File: src/hdl/cpd_pkg.sv
package cpd_pkg;

    localparam int BYTE_W = 8;
    localparam int WORD_W = 16;
    localparam int KIND_W = 2;
    localparam int PHASE_W = 3;

    // parser phases
    localparam logic [PHASE_W-1:0] PH_CMD_LO  = 3'd0;
    localparam logic [PHASE_W-1:0] PH_CMD_HI  = 3'd1;
    localparam logic [PHASE_W-1:0] PH_LEN_LO  = 3'd2;
    localparam logic [PHASE_W-1:0] PH_LEN_HI  = 3'd3;
    localparam logic [PHASE_W-1:0] PH_PAYLOAD = 3'd4;
    localparam logic [PHASE_W-1:0] PH_CHK_LO  = 3'd5;
    localparam logic [PHASE_W-1:0] PH_CHK_HI  = 3'd6;

    // result kinds
    localparam logic [KIND_W-1:0] KIND_DATA     = 2'd0;
    localparam logic [KIND_W-1:0] KIND_GOOD     = 2'd1;
    localparam logic [KIND_W-1:0] KIND_MISMATCH = 2'd2;

    typedef struct packed {
        logic [KIND_W-1:0] out_kind;
        logic [BYTE_W-1:0] data_byte;
        logic [WORD_W-1:0] frame_command;
        logic [WORD_W-1:0] frame_length;
        logic [WORD_W-1:0] sent_checksum;
        logic              end_of_frame;
    } t_result;

endpackage

File: src/hdl/cpd_parser.sv
module cpd_parser
    import cpd_pkg::*;
(
    input  logic              i_clk,
    input  logic              i_rst_n,
    input  logic              i_accept,
    input  logic [BYTE_W-1:0] i_rx_byte,
    output logic              o_res_valid,
    output t_result           o_res
);

    logic [PHASE_W-1:0] r_phase, n_phase;
    logic [BYTE_W-1:0]  r_low_hold, n_low_hold;
    logic [WORD_W-1:0]  r_sum, n_sum;
    logic [WORD_W-1:0]  r_command, n_command;
    logic [WORD_W-1:0]  r_length, n_length;
    logic [WORD_W-1:0]  r_count, n_count;

    logic [WORD_W-1:0] sum_add;
    logic [WORD_W-1:0] joined;
    logic [WORD_W-1:0] count_inc;

    assign sum_add   = r_sum + {{(WORD_W-BYTE_W){1'b0}}, i_rx_byte};
    assign joined    = {i_rx_byte, r_low_hold};
    assign count_inc = r_count + 1'b1;

    always_comb begin
        n_phase    = r_phase;
        n_low_hold = r_low_hold;
        n_sum      = r_sum;
        n_command  = r_command;
        n_length   = r_length;
        n_count    = r_count;

        o_res_valid          = 1'b0;
        o_res.out_kind       = KIND_DATA;
        o_res.data_byte      = '0;
        o_res.frame_command  = r_command;
        o_res.frame_length   = r_length;
        o_res.sent_checksum  = '0;
        o_res.end_of_frame   = 1'b0;

        unique case (r_phase)
            PH_CMD_HI: begin
                n_sum     = sum_add;
                n_command = joined;
                n_phase   = PH_LEN_LO;
            end
            PH_LEN_LO: begin
                n_sum      = sum_add;
                n_low_hold = i_rx_byte;
                n_phase    = PH_LEN_HI;
            end
            PH_LEN_HI: begin
                n_sum    = sum_add;
                n_length = joined;
                n_count  = '0;
                n_phase  = (joined == '0) ? PH_CHK_LO : PH_PAYLOAD;
            end
            PH_PAYLOAD: begin
                n_sum   = sum_add;
                n_count = count_inc;
                if (count_inc >= r_length) begin
                    n_phase = PH_CHK_LO;
                end
                o_res_valid     = 1'b1;
                o_res.data_byte = i_rx_byte;
            end
            PH_CHK_LO: begin
                n_low_hold = i_rx_byte;
                n_phase    = PH_CHK_HI;
            end
            PH_CHK_HI: begin
                o_res_valid         = 1'b1;
                o_res.out_kind      = (joined == r_sum) ? KIND_GOOD : KIND_MISMATCH;
                o_res.sent_checksum = joined;
                o_res.end_of_frame  = 1'b1;
                n_sum               = '0;
                n_phase             = PH_CMD_LO;
            end
            default: begin
                // command low byte, also the landing spot for the unused code
                n_sum      = {{(WORD_W-BYTE_W){1'b0}}, i_rx_byte};
                n_low_hold = i_rx_byte;
                n_count    = '0;
                n_phase    = PH_CMD_HI;
            end
        endcase

        if (!i_accept) begin
            o_res_valid = 1'b0;
        end
    end

    always_ff @(posedge i_clk) begin
        if (!i_rst_n) begin
            r_phase    <= PH_CMD_LO;
            r_low_hold <= '0;
            r_sum      <= '0;
            r_command  <= '0;
            r_length   <= '0;
            r_count    <= '0;
        end else if (i_accept) begin
            r_phase    <= n_phase;
            r_low_hold <= n_low_hold;
            r_sum      <= n_sum;
            r_command  <= n_command;
            r_length   <= n_length;
            r_count    <= n_count;
        end
    end

endmodule

File: src/hdl/cpd_out_skid.sv
module cpd_out_skid
    import cpd_pkg::*;
(
    input  logic    i_clk,
    input  logic    i_rst_n,
    input  logic    i_res_valid,
    input  t_result i_res,
    input  logic    i_stall,
    output logic    o_valid,
    output t_result o_res,
    output logic    o_full
);

    logic    r_out_valid;
    logic    r_skid_valid;
    t_result r_out;
    t_result r_skid;
    logic    out_free;

    assign out_free = !r_out_valid || !i_stall;
    assign o_valid  = r_out_valid;
    assign o_res    = r_out;
    assign o_full   = r_skid_valid;

    always_ff @(posedge i_clk) begin
        if (!i_rst_n) begin
            r_out_valid  <= 1'b0;
            r_skid_valid <= 1'b0;
        end else if (out_free) begin
            if (r_skid_valid) begin
                r_out_valid  <= 1'b1;
                r_skid_valid <= 1'b0;
            end else begin
                r_out_valid <= i_res_valid;
            end
        end else if (i_res_valid) begin
            r_skid_valid <= 1'b1;
        end
    end

    always_ff @(posedge i_clk) begin
        if (out_free) begin
            r_out <= r_skid_valid ? r_skid : i_res;
        end else if (i_res_valid) begin
            r_skid <= i_res;
        end
    end

endmodule

File: src/hdl/checksummed_packet_deframer.sv
// Deframer for length-prefixed link frames with a 16-bit additive checksum.
// Input channel: one link byte per word on i_rx_byte, qualified by i_valid;
// the word is taken at a clock edge where i_valid is high and o_stall is low.
// Frame: command (lo, hi), length (lo, hi), payload bytes, checksum (lo, hi).
// Output channel: o_valid / i_stall. Each payload byte gives one word with
// out_kind 0; the checksum high byte gives a status word (1 good, 2 mismatch)
// with end_of_frame set and the received checksum. Header and checksum low
// bytes give no output word.
// An output word reaches o_* from the output register, via the skid entry
// first if the receiver stalls. Throughput: one byte per cycle, sustained,
// as long as the receiver keeps up. An output register plus a one-entry
// skid buffer separate the two channels, so o_stall is a register output.
// When the receiver stalls, the output word holds; one more result fits in
// the skid entry, after which o_stall rises until the output drains.
// Reset (i_rst_n low, synchronous) clears the running sum, the header words
// and both output stages; the block then waits for a command low byte.
module checksummed_packet_deframer
    import cpd_pkg::*;
(
    input  logic                i_clk,
    input  logic                i_rst_n,
    input  logic                i_valid,
    output logic                o_stall,
    input  logic [BYTE_W-1:0]   i_rx_byte,
    output logic                o_valid,
    input  logic                i_stall,
    output logic [KIND_W-1:0]   o_out_kind,
    output logic [BYTE_W-1:0]   o_data_byte,
    output logic [WORD_W-1:0]   o_frame_command,
    output logic [WORD_W-1:0]   o_frame_length,
    output logic [WORD_W-1:0]   o_sent_checksum,
    output logic                o_end_of_frame
);

    logic    accept;
    logic    res_valid;
    t_result res;
    t_result out_res;
    logic    skid_full;

    // skid entry occupied means no room for another result
    assign o_stall = skid_full;
    assign accept  = i_valid && !skid_full;

    cpd_parser u_parser (
        .i_clk       (i_clk),
        .i_rst_n     (i_rst_n),
        .i_accept    (accept),
        .i_rx_byte   (i_rx_byte),
        .o_res_valid (res_valid),
        .o_res       (res)
    );

    cpd_out_skid u_out (
        .i_clk       (i_clk),
        .i_rst_n     (i_rst_n),
        .i_res_valid (res_valid),
        .i_res       (res),
        .i_stall     (i_stall),
        .o_valid     (o_valid),
        .o_res       (out_res),
        .o_full      (skid_full)
    );

    assign o_out_kind      = out_res.out_kind;
    assign o_data_byte     = out_res.data_byte;
    assign o_frame_command = out_res.frame_command;
    assign o_frame_length  = out_res.frame_length;
    assign o_sent_checksum = out_res.sent_checksum;
    assign o_end_of_frame  = out_res.end_of_frame;

endmodule
File: config.mk
export PLATFORM = sky130hd
export DESIGN_NAME = checksummed_packet_deframer
export DESIGN_NICKNAME = d
export VERILOG_FILES = /design/src/hdl/cpd_pkg.sv /design/src/hdl/cpd_parser.sv /design/src/hdl/cpd_out_skid.sv /design/src/hdl/checksummed_packet_deframer.sv
export SDC_FILE = /design/constraint.sdc
export NUM_CORES = 1
export LEC_CHECK = 0
export ABC_AREA = 1
export CORE_ASPECT_RATIO = 2
export CORE_MARGIN = 2
export CORE_UTILIZATION = 55
export CTS_CLUSTER_SIZE = 20
export DETAILED_ROUTE_END_ITERATION = 8
export DONT_BUFFER_PORTS = 1
export PLACE_DENSITY = 0.7
export SLEW_MARGIN = 40
export SYNTH_ARGS = -nofsm -noshare
export SYNTH_HDL_FRONTEND = slang
export SYNTH_HIERARCHICAL = 1
export SYNTH_SLANG_ARGS = --single-unit
export TNS_END_PERCENT = 5
File: constraint.sdc
create_clock -name i_clk -period 6.5 [get_ports i_clk]
set_clock_uncertainty 0.2 [all_clocks]
set_input_delay 0.975 -clock i_clk [delete_from_list [all_inputs] [get_ports i_clk]]
set_output_delay 0.975 -clock i_clk [all_outputs]
set_load 0.05 [all_outputs]
==> impl_results.md, run 1 <==
- Main synth FF type: edfxtp_1
- Post-Layout Cell Count: 1193
- Worst-Margin Slew: 0.767 ns
- GRT Overall Usage: 23.1%
- HP Class: register to register
- DIE HEIGHT: 186 um
- Final slew viol count: 0
- Die area: 0.0177 mm2
- Post-Synth Adder-Cell Area: 4.19%
- Flop2flop setup slack: 3.54 ns
- WHS: 0.253 ns
- Required @ worst endpoint: 6.40 ns
- P&R area growth vs syn: 7.21%
- Post-DRT Antenna Nets: 0
- Complex-gate fraction of the synthesized area: 13.1%
- H-tree depth: 4
- Die X: 95.2 um
- CTS clk-pin slew, worst paths: 0.07 ns
- Synth async-reset ratio: 0%
- Port bufs: 0
- Clk buf depth: 2
- Post-cts sizing count: 0
- Detailed router's first-iteration violation count: 412
- Ant diodes: 0
- First-pass GRT wire length: 31400 um
- Drt drc: 0
- Placed Area: 0.00924 mm2
- Reg2Reg Depth: 7
- Wirelength per Cell: 16.6 um
- Largest net degree at the start of global routing: 94
- Vias in the first global route: 6145
- Core footprint: 0.0163 mm2
- Initial antenna violation count: 0
- Global placer's final weighted congestion: 0.835
- Max_slew headroom: 48.9%
- Clk sinks: 195
- CP Capture Type: register
- Nets: 1018
- Status: finished clean
- Top cell type's share of synthesized area: 38.7%
- # fillers: 1328
- Share of cells above drive strength 1: 9.61%
- Critical Path Fanout Max: 26
- Min Tclk post-route: 2.96 ns
- Mean Syn Cell Area: 9.27 um2
- Setup TNS: 0 ns
- Post-Layout Inst Area: 0.00980 mm2
- Mux share of post-synthesis cell area: 0%
- Distinct cells, synth: 45
- Area leader, netlist: edfxtp_1
- Top Ports: 73
- CP arrival: 2.86 ns
- Critical path origin: u_parser/r_phase[0]
- Final Total Pwr: 2.67 mW
- Ys Warns: 6
- Max VDD drop: 0.000195 V
- PwrDens: 272 mW/mm2
- Final hold vios: 0
- EDFF count, synth: 118
- Total grt overflow: 0
- RSZ-0062 raised after global routing: no
- Post-synthesis sequential area ratio: 55.6%
- Net count of the mapped netlist: 1028
- FMAX: 338 MHz
- Leak: 3.86 nW
- Vias per cell: 5.47
- Num CTS Buffers: 17
- Setup bufs post-CTS: 0
- CP Class: register to register
- Cells after DPL: 1161
- CTS Root Cell: clkbuf_16
- Largest family of logic cells by synthesized area: simple AND/OR/NAND/NOR gates
- Worst setup endpoint: u_out/r_skid[35]
- # rows: 66
- #FFs+latches synth: 195
- CTS tree: yes
- CTS Hold Buffers Added: 0
- # setup viols final: 0
- FF-to-FF End: u_out/r_skid[35]
- Xor/xnor share of the synthesized area: 1.71%
- Drt first pass iters: 5
- Syn Inst Count: 986
- Worst-Skew Late Latency: 0.43 ns
- Final Cycle Share: 45.5%
- Initial Util: 56.2%
- Reg-to-Reg Start: u_parser/r_phase[0]
- Ranking of synthesized cells by area: edfxtp_1 (39%), dfxtp_1 (17%), nand2_1 (8.7%)
- Via count: 6531
- Startpoint types: register
- Hpwl dp: 14200 um
- Netlist Area Pre-Place: 0.00915 mm2
- Max-cap violation count: 0
- Post-Route WL: 19800 um
- Synth Area in Simple Gates: 16.4%
## area by class of cell
class                   count  area, um2  area share (%)
clock buffers              19        433            4.42
clock inverters            13        125            1.28
inverters                 156        586            5.97
multi-input cells         601       3260            33.2
flip-flops and latches    195       5090            51.9
well taps                 204        255            2.60
repair buffers              5       61.3           0.625
## cells in the final DEF (no fill, tap or decap), types with 29 or more instances in the layout
cell type,n
dfxtp_1,76
o21ai_0,62
ha_1,29
a21oi_1,82
edfxtp_1,118
o21ai_2,42
nor2_1,64
nand2_1,210
nand3_1,41
inv_1,152
## logic make-up (layout without fill, tap and decap cells)
kind of cell / count (synthesis) / after routing
AO/OA/AOI/OAI: 201 / 201
XOR/XNOR: 17 / 17
adder cells (fa/ha/maj): 30 / 30
buffers and inverters: 190 / 193
flip-flops: 195 / 195
AND/OR/NAND/NOR: 353 / 353
## flip-flops by register name (all words and copies together) (netlist names)
name / flops
u_out/o_res: 59
u_out/r_skid: 59
u_parser/r_command: 16
u_parser/r_count: 16
u_parser/r_length: 16
u_parser/r_sum: 16
u_parser/r_low_hold: 8
u_parser/r_phase: 3
u_out/o_full: 1
u_out/o_valid: 1
## critical path: stages, from the launching register on
cell	delay, ns
dfxtp_1	0.34
inv_1	0.09
ha_1	0.21
nand2_1	0.46
a21oi_1	0.38
inv_1	0.11
nor2_4	0.42
buf_4	0.41
## routing by layer
layer	vias to the layer above	wire (um)	track usage, %
met2	192	10600	41.0
li1	3233	-	-
met5	-	0	0
met1	3067	7290	25.4
met3	39	1090	5.49
met4	0	722	9.92
## Yosys cell counts (all sizes together) (4+ instances only)
| cell | number |
|---|---|
| xor2 | 13 |
| edfxtp | 118 |
| nand3b | 4 |
| ha | 29 |
| nand2 | 215 |
| xnor2 | 4 |
| nor2 | 69 |
| a31oi | 4 |
| o21ai | 104 |
| a21oi | 83 |
| dfxtp | 77 |
| clkbuf | 15 |
| nor3 | 9 |
| inv | 154 |
| nand4 | 9 |
| buf | 19 |
| nand3 | 42 |
## where the power goes
group / leakage, nW / internal [mW] / switching [mW]
registers: 1.90 / 1.35 / 0.111
clock network: 0.264 / 0.535 / 0.463
logic: 1.69 / 0.0701 / 0.143
## stage by stage
step	setup WS (ns)	utilization [%]
final	3.54	60.3
after global routing	3.28	60.3
after CTS	3.54	60.3
after detailed placement	3.33	56.8
after global placement	2.96	56.6
after floorplan	0.899	-
## how the worst min path moves through the flow
stage	start	endpoint	slack [ns]	depth (start not counted)
floorplan	u_parser/r_length[1]	u_out/r_skid[18]	0.23	0
detailed placement	u_parser/r_length[13]	u_out/r_skid[30]	0.24	0
CTS	u_parser/r_length[13]	u_out/r_skid[30]	0.26	0
global placement	u_parser/r_length[8]	u_out/r_skid[25]	0.24	0
finish	u_parser/r_length[13]	u_out/r_skid[30]	0.25	0
global route	u_parser/r_length[13]	u_out/r_skid[30]	0.26	0
Power figures use the tool's default switching activity.
==> run 2, diff against run 1 <==
--- a/config.mk
+++ b/config.mk
@@ -5,7 +5,7 @@
 export SDC_FILE = /design/constraint.sdc
 export NUM_CORES = 1
 export LEC_CHECK = 0
-export ABC_AREA = 1
+export ABC_AREA = 0
 export CORE_ASPECT_RATIO = 2
 export CORE_MARGIN = 2
 export CORE_UTILIZATION = 55
==> constraint.sdc (replaced) <==
create_clock -name i_clk -period 3 [get_ports i_clk]
set_clock_uncertainty 0.2 [all_clocks]
set_input_delay 0.45 -clock i_clk [delete_from_list [all_inputs] [get_ports i_clk]]
set_output_delay 0.45 -clock i_clk [all_outputs]
set_load 0.05 [all_outputs]
==> run 2 against run 1 <==
The flow now finishes with violations (negative setup slack). Critical path depth up 6. Non-clock buffer count rose by 56. Synthesized cell count decreased by 20%. Sequential share of layout area decreased by 3.7 points. Combinational power increased by 75%. Routed wire length up 9.0%. Critical path type unchanged. Largest cell class unchanged.
==> impl_results.md, run 2 <==
- Final slew viol count: 0 (unchanged)
- Mux share of post-synthesis cell area: 9.62% (+9.6 points)
- Post-DRT Antenna Nets: 0 (unchanged)
- H-tree depth: 4 (unchanged)
- Total grt overflow: 0 (unchanged)
- Utilization after layout: 63.3% (+3.0 points)
- Core footprint: 0.0167 mm2 (+2.5%)
- Vias in the first global route: 6323 (+2.9%)
- Port bufs: 0 (unchanged)
- Most frequent cell after synthesis: edfxtp_1
- Num CTS Buffers: 17 (unchanged)
- Int Power: 4.35 mW (+120%)
- Worst Min Path Start: i_rst_n
- Reg-to-Reg Start: u_parser/r_count[1]
- Clk buf depth: 2 (unchanged)
- Setup TNS: -0.449 ns (-0.449 ns)
- Clk pwr share: 41.7% (+4.3 points)
- FF-to-FF End: u_parser/r_phase[1]
- Startpoint types: register
- Global placer's final weighted congestion: 0.855 (+2.4%)
- Max-cap violation count: 0 (unchanged)
- Post-Synth Adder-Cell Area: 4.11% (-0.081 points)
- EDFF count, synth: 118 (unchanged)
- CTS clk-pin slew, worst paths: 0.07 ns (about the same)
- Post-Route WL: 21500 um (+9.0%)
- Xor/xnor share of the synthesized area: 3.57% (+1.9 points)
- Ranking of synthesized cells by area: edfxtp_1 (38%), dfxtp_1 (17%), mux2_4 (9.5%)
- Worst setup margin: -0.254 ns (-3.79 ns)
- Largest family of logic cells by synthesized area: simple AND/OR/NAND/NOR gates
- Final Cycle Share: 108% (+63 points)
- Vias per cell: 5.96 (+8.9%)
- Main synth FF type: edfxtp_1
- Distinct cells, synth: 65 (+44%)
- Die area: 0.0181 mm2 (+1.9%)
- Top cell type's share of synthesized area: 38.0% (-0.75 points)
- Drt first pass iters: 5 (unchanged)
- CP Capture Type: register
- Commonest non-fill, non-tap cell in the layout: edfxtp_1
- Hpwl dp: 13800 um (-2.9%)
- Placed Area: 0.00959 mm2 (+3.7%)
- Commonest cells after routing, fill and taps aside: edfxtp_1 (118), nand2_1 (110), dfxtp_1 (74)
- Initial Util: 55.9% (-0.31 points)
- Sequential share of power: 51.7% (-3.0 points)
- RSZ-0062 raised after global routing: yes
- # fillers: 1237 (-6.9%)
- Synth async-reset ratio: 0% (unchanged)
- Max VDD drop: 0.000390 V (+100%)
- Detailed router's first-iteration violation count: 531 (+29%)
- DIE HEIGHT: 188 um (+0.97%)
- CTS Root Cell: clkbuf_16
- First-pass GRT wire length: 33700 um (+7.3%)
- Drt drc: 0 (unchanged)
- Area leader, netlist: edfxtp_1
- CP arrival: 3.43 ns (+0.57 ns)
- Ys Warns: 6 (unchanged)
- Net count of the mapped netlist: 832 (-19%)
- #FFs+latches synth: 195 (unchanged)
- Gate power share: 6.6% (-1.4 points)
- Complex-gate fraction of the synthesized area: 10.5% (-2.7 points)
- Clk sinks: 195 (unchanged)
- Worst hold path stage count: 2 (+2)
- Top Ports: 73 (unchanged)
- Worst-Margin Slew: 0.588 ns (-0.179 ns)
- CTS tree: yes
- CP Class: register to register
- FMAX: 307 MHz (-9.0%)
- # setup viols final: 2 (+2)
- GRT Overall Usage: 24.6% (+1.6 points)
- Largest net degree at the start of global routing: 67 (-29%)
- Switching Fraction: 23.5% (-3.3 points)
- Die X: 96.1 um (+0.95%)
- Post-synthesis sequential area ratio: 54.5% (-1.1 points)
- Flop2flop setup slack: -0.25 ns (-3.79 ns)
- Leak: 4.12 nW (+6.9%)
- Initial antenna violation count: 0 (unchanged)
- Wirelength per Cell: 20.6 um (+25%)
- Worst-Skew Late Latency: 0.43 ns (about the same)
- Via count: 6224 (-4.7%)
- Share of cells above drive strength 1: 20.9% (+11 points)
- Nets: 866 (-15%)
- Final hold vios: 0 (unchanged)
- Post-Layout Inst Area: 0.0106 mm2 (+7.6%)
- Netlist Area Pre-Place: 0.00933 mm2 (+2.0%)
- Reg2Reg Depth: 13 (+6)
- Sw Pwr: 1.34 mW (+87%)
- Critical Path Fanout Max: 3 (-88%)
- Required @ worst endpoint: 3.17 ns (-3.23 ns)
- # rows: 67 (+1.5%)
- PwrDens: 539 mW/mm2 (+98%)
- Status: complete, but fails checks
- Ant diodes: 0 (unchanged)
- Max_slew headroom: 60.7% (+12 points)
- Hold EP: u_parser/r_sum[15]
- Min Tclk post-route: 3.25 ns (+0.294 ns)
- Synth Area in Simple Gates: 13.2% (-3.3 points)
- Violated checks: negative setup slack
- Syn Inst Count: 790 (-20%)
- P&R area growth vs syn: 13.2%
- HP Class: input port to register
- Mean Syn Cell Area: 11.8 um2 (+27%)
- Final Total Pwr: 5.69 mW (+110%)
- Post-synth top cells: edfxtp_1 (118), nand2_1 (111), dfxtp_1 (77), mux2_4 (59), a21boi_0 (47)
[run 2: cell types whose count changed after synthesis, moves of 26 or more]
| cell | before | now |
|---|---|---|
| mux2_4 | 0 | 59 |
| and3_1 | 0 | 26 |
| inv_1 | 153 | 28 |
| o21ai_0 | 62 | 22 |
| nand2_1 | 212 | 111 |
| nor2_1 | 65 | 32 |
| o21ai_2 | 42 | 1 |
| a21boi_0 | 0 | 47 |
| a21oi_1 | 82 | 22 |
[run 2: critical path: stages (launching register included)]
cell and delay [ns]:
dfxtp_2 0.36, ha_4 0.14, and3_4 0.18, nand4_1 0.24, buf_6 0.23, nor2_4 0.10, xor2_2 0.09, ha_1 0.29
nand4_1 0.11, or4_4 0.57, o32ai_4 0.25, a21oi_4 0.07, a211o_1 0.31, nand2_1 0.05
[run 2: final cells by class]
cell class                      count  area (um2)  share of cell area (%)
Clock buffer                       17         425                    4.03
Tap cell                          207         259                    2.45
Timing Repair Buffer               61         537                    5.09
Inverter                           28         105                   0.996
Sequential cell                   195        5090                    48.2
Clock inverter                     15         198                    1.87
Multi-Input combinational cell    521        3940                    37.3
[run 2: power by group through the flow]
| stage | registers, mW | logic [mW] | clock network [mW] |
|---|---|---|---|
| finish | 2.94 | 0.373 | 2.37 |
| global route | 2.95 | 0.409 | 2.53 |
| CTS | 2.94 | 0.360 | 2.41 |
| detailed placement | 3.00 | 0.313 | 0 |
| global placement | 3.00 | 0.303 | 0 |
| floorplan | 2.98 | 0.272 | 0 |
[run 2: timing repair]
item | 4_1_cts | 5_1_grt
resized for setup | 17 | 9
pin swaps | 8 | 10
setup buffers | 8 | 2
hold buffers | 12 | 1
endpoints found under the hold margin | 66 | 1
setup endpoints to repair | 2 | 2
[run 2: layer usage]
layer | global-route usage [%] | routed length (um) | vias to the layer above
met5 | 0 | 0 | -
met4 | 12.4 | 911 | 0
met3 | 4.26 | 1110 | 56
met2 | 42.5 | 11400 | 240
met1 | 28.4 | 8130 | 3030
li1 | - | - | 2898
[run 2: how the worst max path moves through the flow]
stage / startpoint / end / cells after the start
final: u_parser/r_count[1] / u_parser/r_phase[1] / 13
after global routing: u_parser/r_count[1] / u_parser/r_phase[1] / 13
after CTS: u_parser/r_count[0] / u_parser/r_phase[1] / 13
after detailed placement: u_parser/r_count[0] / u_parser/r_phase[1] / 13
after global placement: u_parser/r_count[0] / u_parser/r_phase[1] / 12
after floorplan: u_parser/r_count[0] / u_parser/r_phase[1] / 12
[run 2: cells by family (layout without fill, tap and decap cells)]
group / count (synthesis) / count (layout)
AND/OR/NAND/NOR: 251 / 251
AO/OA/AOI/OAI: 142 / 142
adder cells (fa/ha/maj): 30 / 30
buffers and inverters: 74 / 121
XOR/XNOR: 38 / 38
flip-flops: 195 / 195
multiplexers: 60 / 60
[run 2: stage by stage]
step | setup WS [ns] | hold slack, ns | cells
5_1_grt | -0.395 | 0.0132 | 1044
4_1_cts | -0.144 | 0.0000654 | 1042
6_report | -0.254 | 0.0195 | 1044
3_3_place_gp | -0.190 | 0.241 | 990
2_1_floorplan | -0.161 | 0.230 | 790
3_5_place_dp | -0.288 | 0.248 | 990
==> run 3, diff against run 2 <==
--- a/config.mk
+++ b/config.mk
@@ -9,6 +9,7 @@
 export CORE_ASPECT_RATIO = 2
 export CORE_MARGIN = 2
 export CORE_UTILIZATION = 55
+export CTS_BUF_LIST = sky130_fd_sc_hd__clkbuf_8
 export CTS_CLUSTER_SIZE = 20
 export DETAILED_ROUTE_END_ITERATION = 8
 export DONT_BUFFER_PORTS = 1
==> run 3 against run 2 <==
Flip-flop and latch count unchanged. Routed wire length fell by 2.4%. The run still ends with negative setup slack left. Setup slack got worse by 0.011 ns. Critical path type unchanged. Register-to-register slack hardly changed. Sequential power about the same. First-iteration DRC count fell by 23%. Design area fell by 2.1%. Utilization is 1.3 points lower. Critical path depth unchanged. Die area unchanged.
==> impl_results.md, run 3 (synthesis results as in run 2) <==
- Share of cells above drive strength 1: 21.0% (+0.075 points)
- Largest net degree at the start of global routing: 74 (+10%)
- Worst-Skew Late Latency: 0.47 ns (+0.04 ns)
- CP arrival: 3.49 ns (+0.06 ns)
- H-tree depth: 4 (unchanged)
- Bufs and invs on worst path: 1 (unchanged)
- # rows: 67 (unchanged)
- CP Capture Type: register
- Placed Area: 0.00959 mm2 (unchanged)
- Clk sinks: 195 (unchanged)
- Delay-heaviest family, CP: simple AND/OR/NAND/NOR gates
- Core footprint: 0.0167 mm2 (unchanged)
- Initial Util: 55.9% (unchanged)
- Commonest non-fill, non-tap cell in the layout: edfxtp_1
- Final slew viol count: 0 (unchanged)
- Final Cycle Share: 109% (+0.36 points)
- Status: complete, but fails checks
- Flop2flop setup slack: -0.26 ns (about the same)
- Clk buf depth: 2 (unchanged)
- DIE HEIGHT: 188 um (unchanged)
- Detailed router's first-iteration violation count: 411 (-23%)
- Worst hold path stage count: 1 (-1)
- P&R area growth vs syn: 10.8%
- Die area: 0.0181 mm2 (unchanged)
- Reg-to-Reg Start: u_parser/r_count[1]
- Worst setup margin: -0.265 ns (-0.0107 ns)
- Critical Path Fanout Max: 3 (unchanged)
- Post-Route WL: 21000 um (-2.4%)
- GRT Overall Usage: 24.2% (-0.46 points)
- CTS tree: yes
- Min Tclk post-route: 3.26 ns (+0.0107 ns)
- Required @ worst endpoint: 3.22 ns (+0.05 ns)
- CP cell instances: ha_4 -> and3_4 -> nand4_1 -> buf_6 -> nor2_4 -> xor2_2 -> ha_1 -> nand4_1 -> or4_4 -> o32ai_4 -> a21oi_4 -> a211o_1 -> nand2_1
- Die X: 96.1 um (unchanged)
- Port bufs: 0 (unchanged)
- # fillers: 1285 (+3.9%)
- Ant diodes: 0 (unchanged)
- Post-Place Worst Slack: -0.288 ns (unchanged)
- Cell count along the critical path: 13 (unchanged)
- Violated checks: negative setup slack
- Hold EP: u_out/r_skid[13]
- Utilization after layout: 61.9% (-1.3 points)
- PwrDens: 496 mW/mm2 (-8.0%)
- Max stage delay on crit path: 0.57 ns (about the same)
- FMAX: 306 MHz (-0.33%)
- Total grt overflow: 0 (unchanged)
- FF-to-FF End: u_parser/r_phase[1]
- Drt first pass iters: 6 (+1)
- Final hold vios: 0 (unchanged)
- Max VDD drop: 0.000290 V (-26%)
- Worst-Margin Slew: 0.585 ns (-0.00317 ns)
- CP Class: register to register
- Via count: 6206 (-0.29%)
- Max_slew headroom: 60.9% (+0.21 points)
- Vias in the first global route: 6285 (-0.60%)
- Reg2Reg Depth: 13 (unchanged)
- Worst Min Path Start: i_rx_byte[4]
- Max-cap violation count: 0 (unchanged)
- First-pass GRT wire length: 33000 um (-1.9%)
- Wirelength per Cell: 20.2 um (-2.1%)
- Num CTS Buffers: 17 (unchanged)
- Commonest cells after routing, fill and taps aside: edfxtp_1 (118), nand2_1 (110), dfxtp_1 (74)
- Leak: 4.02 nW (-2.4%)
- Nets: 863 (-0.35%)
- HP Class: input port to register
- Hpwl dp: 13800 um (unchanged)
- Post-DRT Antenna Nets: 0 (unchanged)
- # setup viols final: 2 (unchanged)
- RSZ-0062 raised after global routing: yes
- Top Ports: 73 (unchanged)
- CP max stage cell: or4_4
- Initial antenna violation count: 0 (unchanged)
- Post-Layout Inst Area: 0.0103 mm2 (-2.1%)
- Final Total Pwr: 5.13 mW (-9.9%)
- Startpoint types: register
- Drt drc: 0 (unchanged)
- CTS Root Cell: clkbuf_8
- Most used cell, CP: nand4_1
- Vias per cell: 5.96 (about the same)
- CTS clk-pin slew, worst paths: 0.10 ns (+0.03 ns)
- Global placer's final weighted congestion: 0.855 (unchanged)
-- run 3: cell types whose count changed in the layout (fill, tap and decap cells not counted), sizes merged --
cell	before	now
dlygate4sd3	12	9
-- run 3: area by class of cell --
cell class | instances | area (um2) | share of cell area (%)
tap | 207 | 259 | 2.51
timing repair buffer | 58 | 507 | 4.90
clock inverter | 15 | 198 | 1.91
multi-input combinational | 521 | 3940 | 38.1
inverter | 28 | 105 | 1.02
sequential | 195 | 5090 | 49.3
clock buffer | 17 | 234 | 2.26
-- run 3: metrics by stage --
stage	hold slack, ns	std cells	setup TNS, ns
final	0.0444	1041	-0.469
after global routing	0.00793	1041	-0.716
after CTS	0.00240	1040	-0.272
after detailed placement	0.248	990	-0.532
after global placement	0.241	990	-0.315
after floorplan	0.230	790	-0.166
-- run 3: power breakdown --
group | leakage, nW | internal (mW) | switching, mW
Combinational | 1.89 | 0.155 | 0.214
Sequential | 1.92 | 2.85 | 0.0909
Clock | 0.216 | 0.850 | 0.966
Total | 4.02 | 3.86 | 1.27
-- run 3: worst max path at each step --
stage | from | endpoint
floorplan | u_parser/r_count[0] | u_parser/r_phase[1]
global placement | u_parser/r_count[0] | u_parser/r_phase[1]
detailed placement | u_parser/r_count[0] | u_parser/r_phase[1]
CTS | u_parser/r_count[0] | u_parser/r_phase[1]
global route | u_parser/r_count[1] | u_parser/r_phase[1]
finish | u_parser/r_count[1] | u_parser/r_phase[1]
-- run 3: routing by layer --
metal | wire [um] | track usage, %
met5 | 0 | 0
met1 | 8020 | 27.7
met3 | 927 | 4.62
met2 | 11100 | 41.3
met4 | 945 | 12.7
-- run 3: what timing repair did --
item,4_1_cts,5_1_grt
pin swaps,8,10
endpoints found under the hold margin,76,0
hold buffers,10,0
endpoints found under the setup margin,2,2
gates resized for setup,17,9
setup buffers,8,2
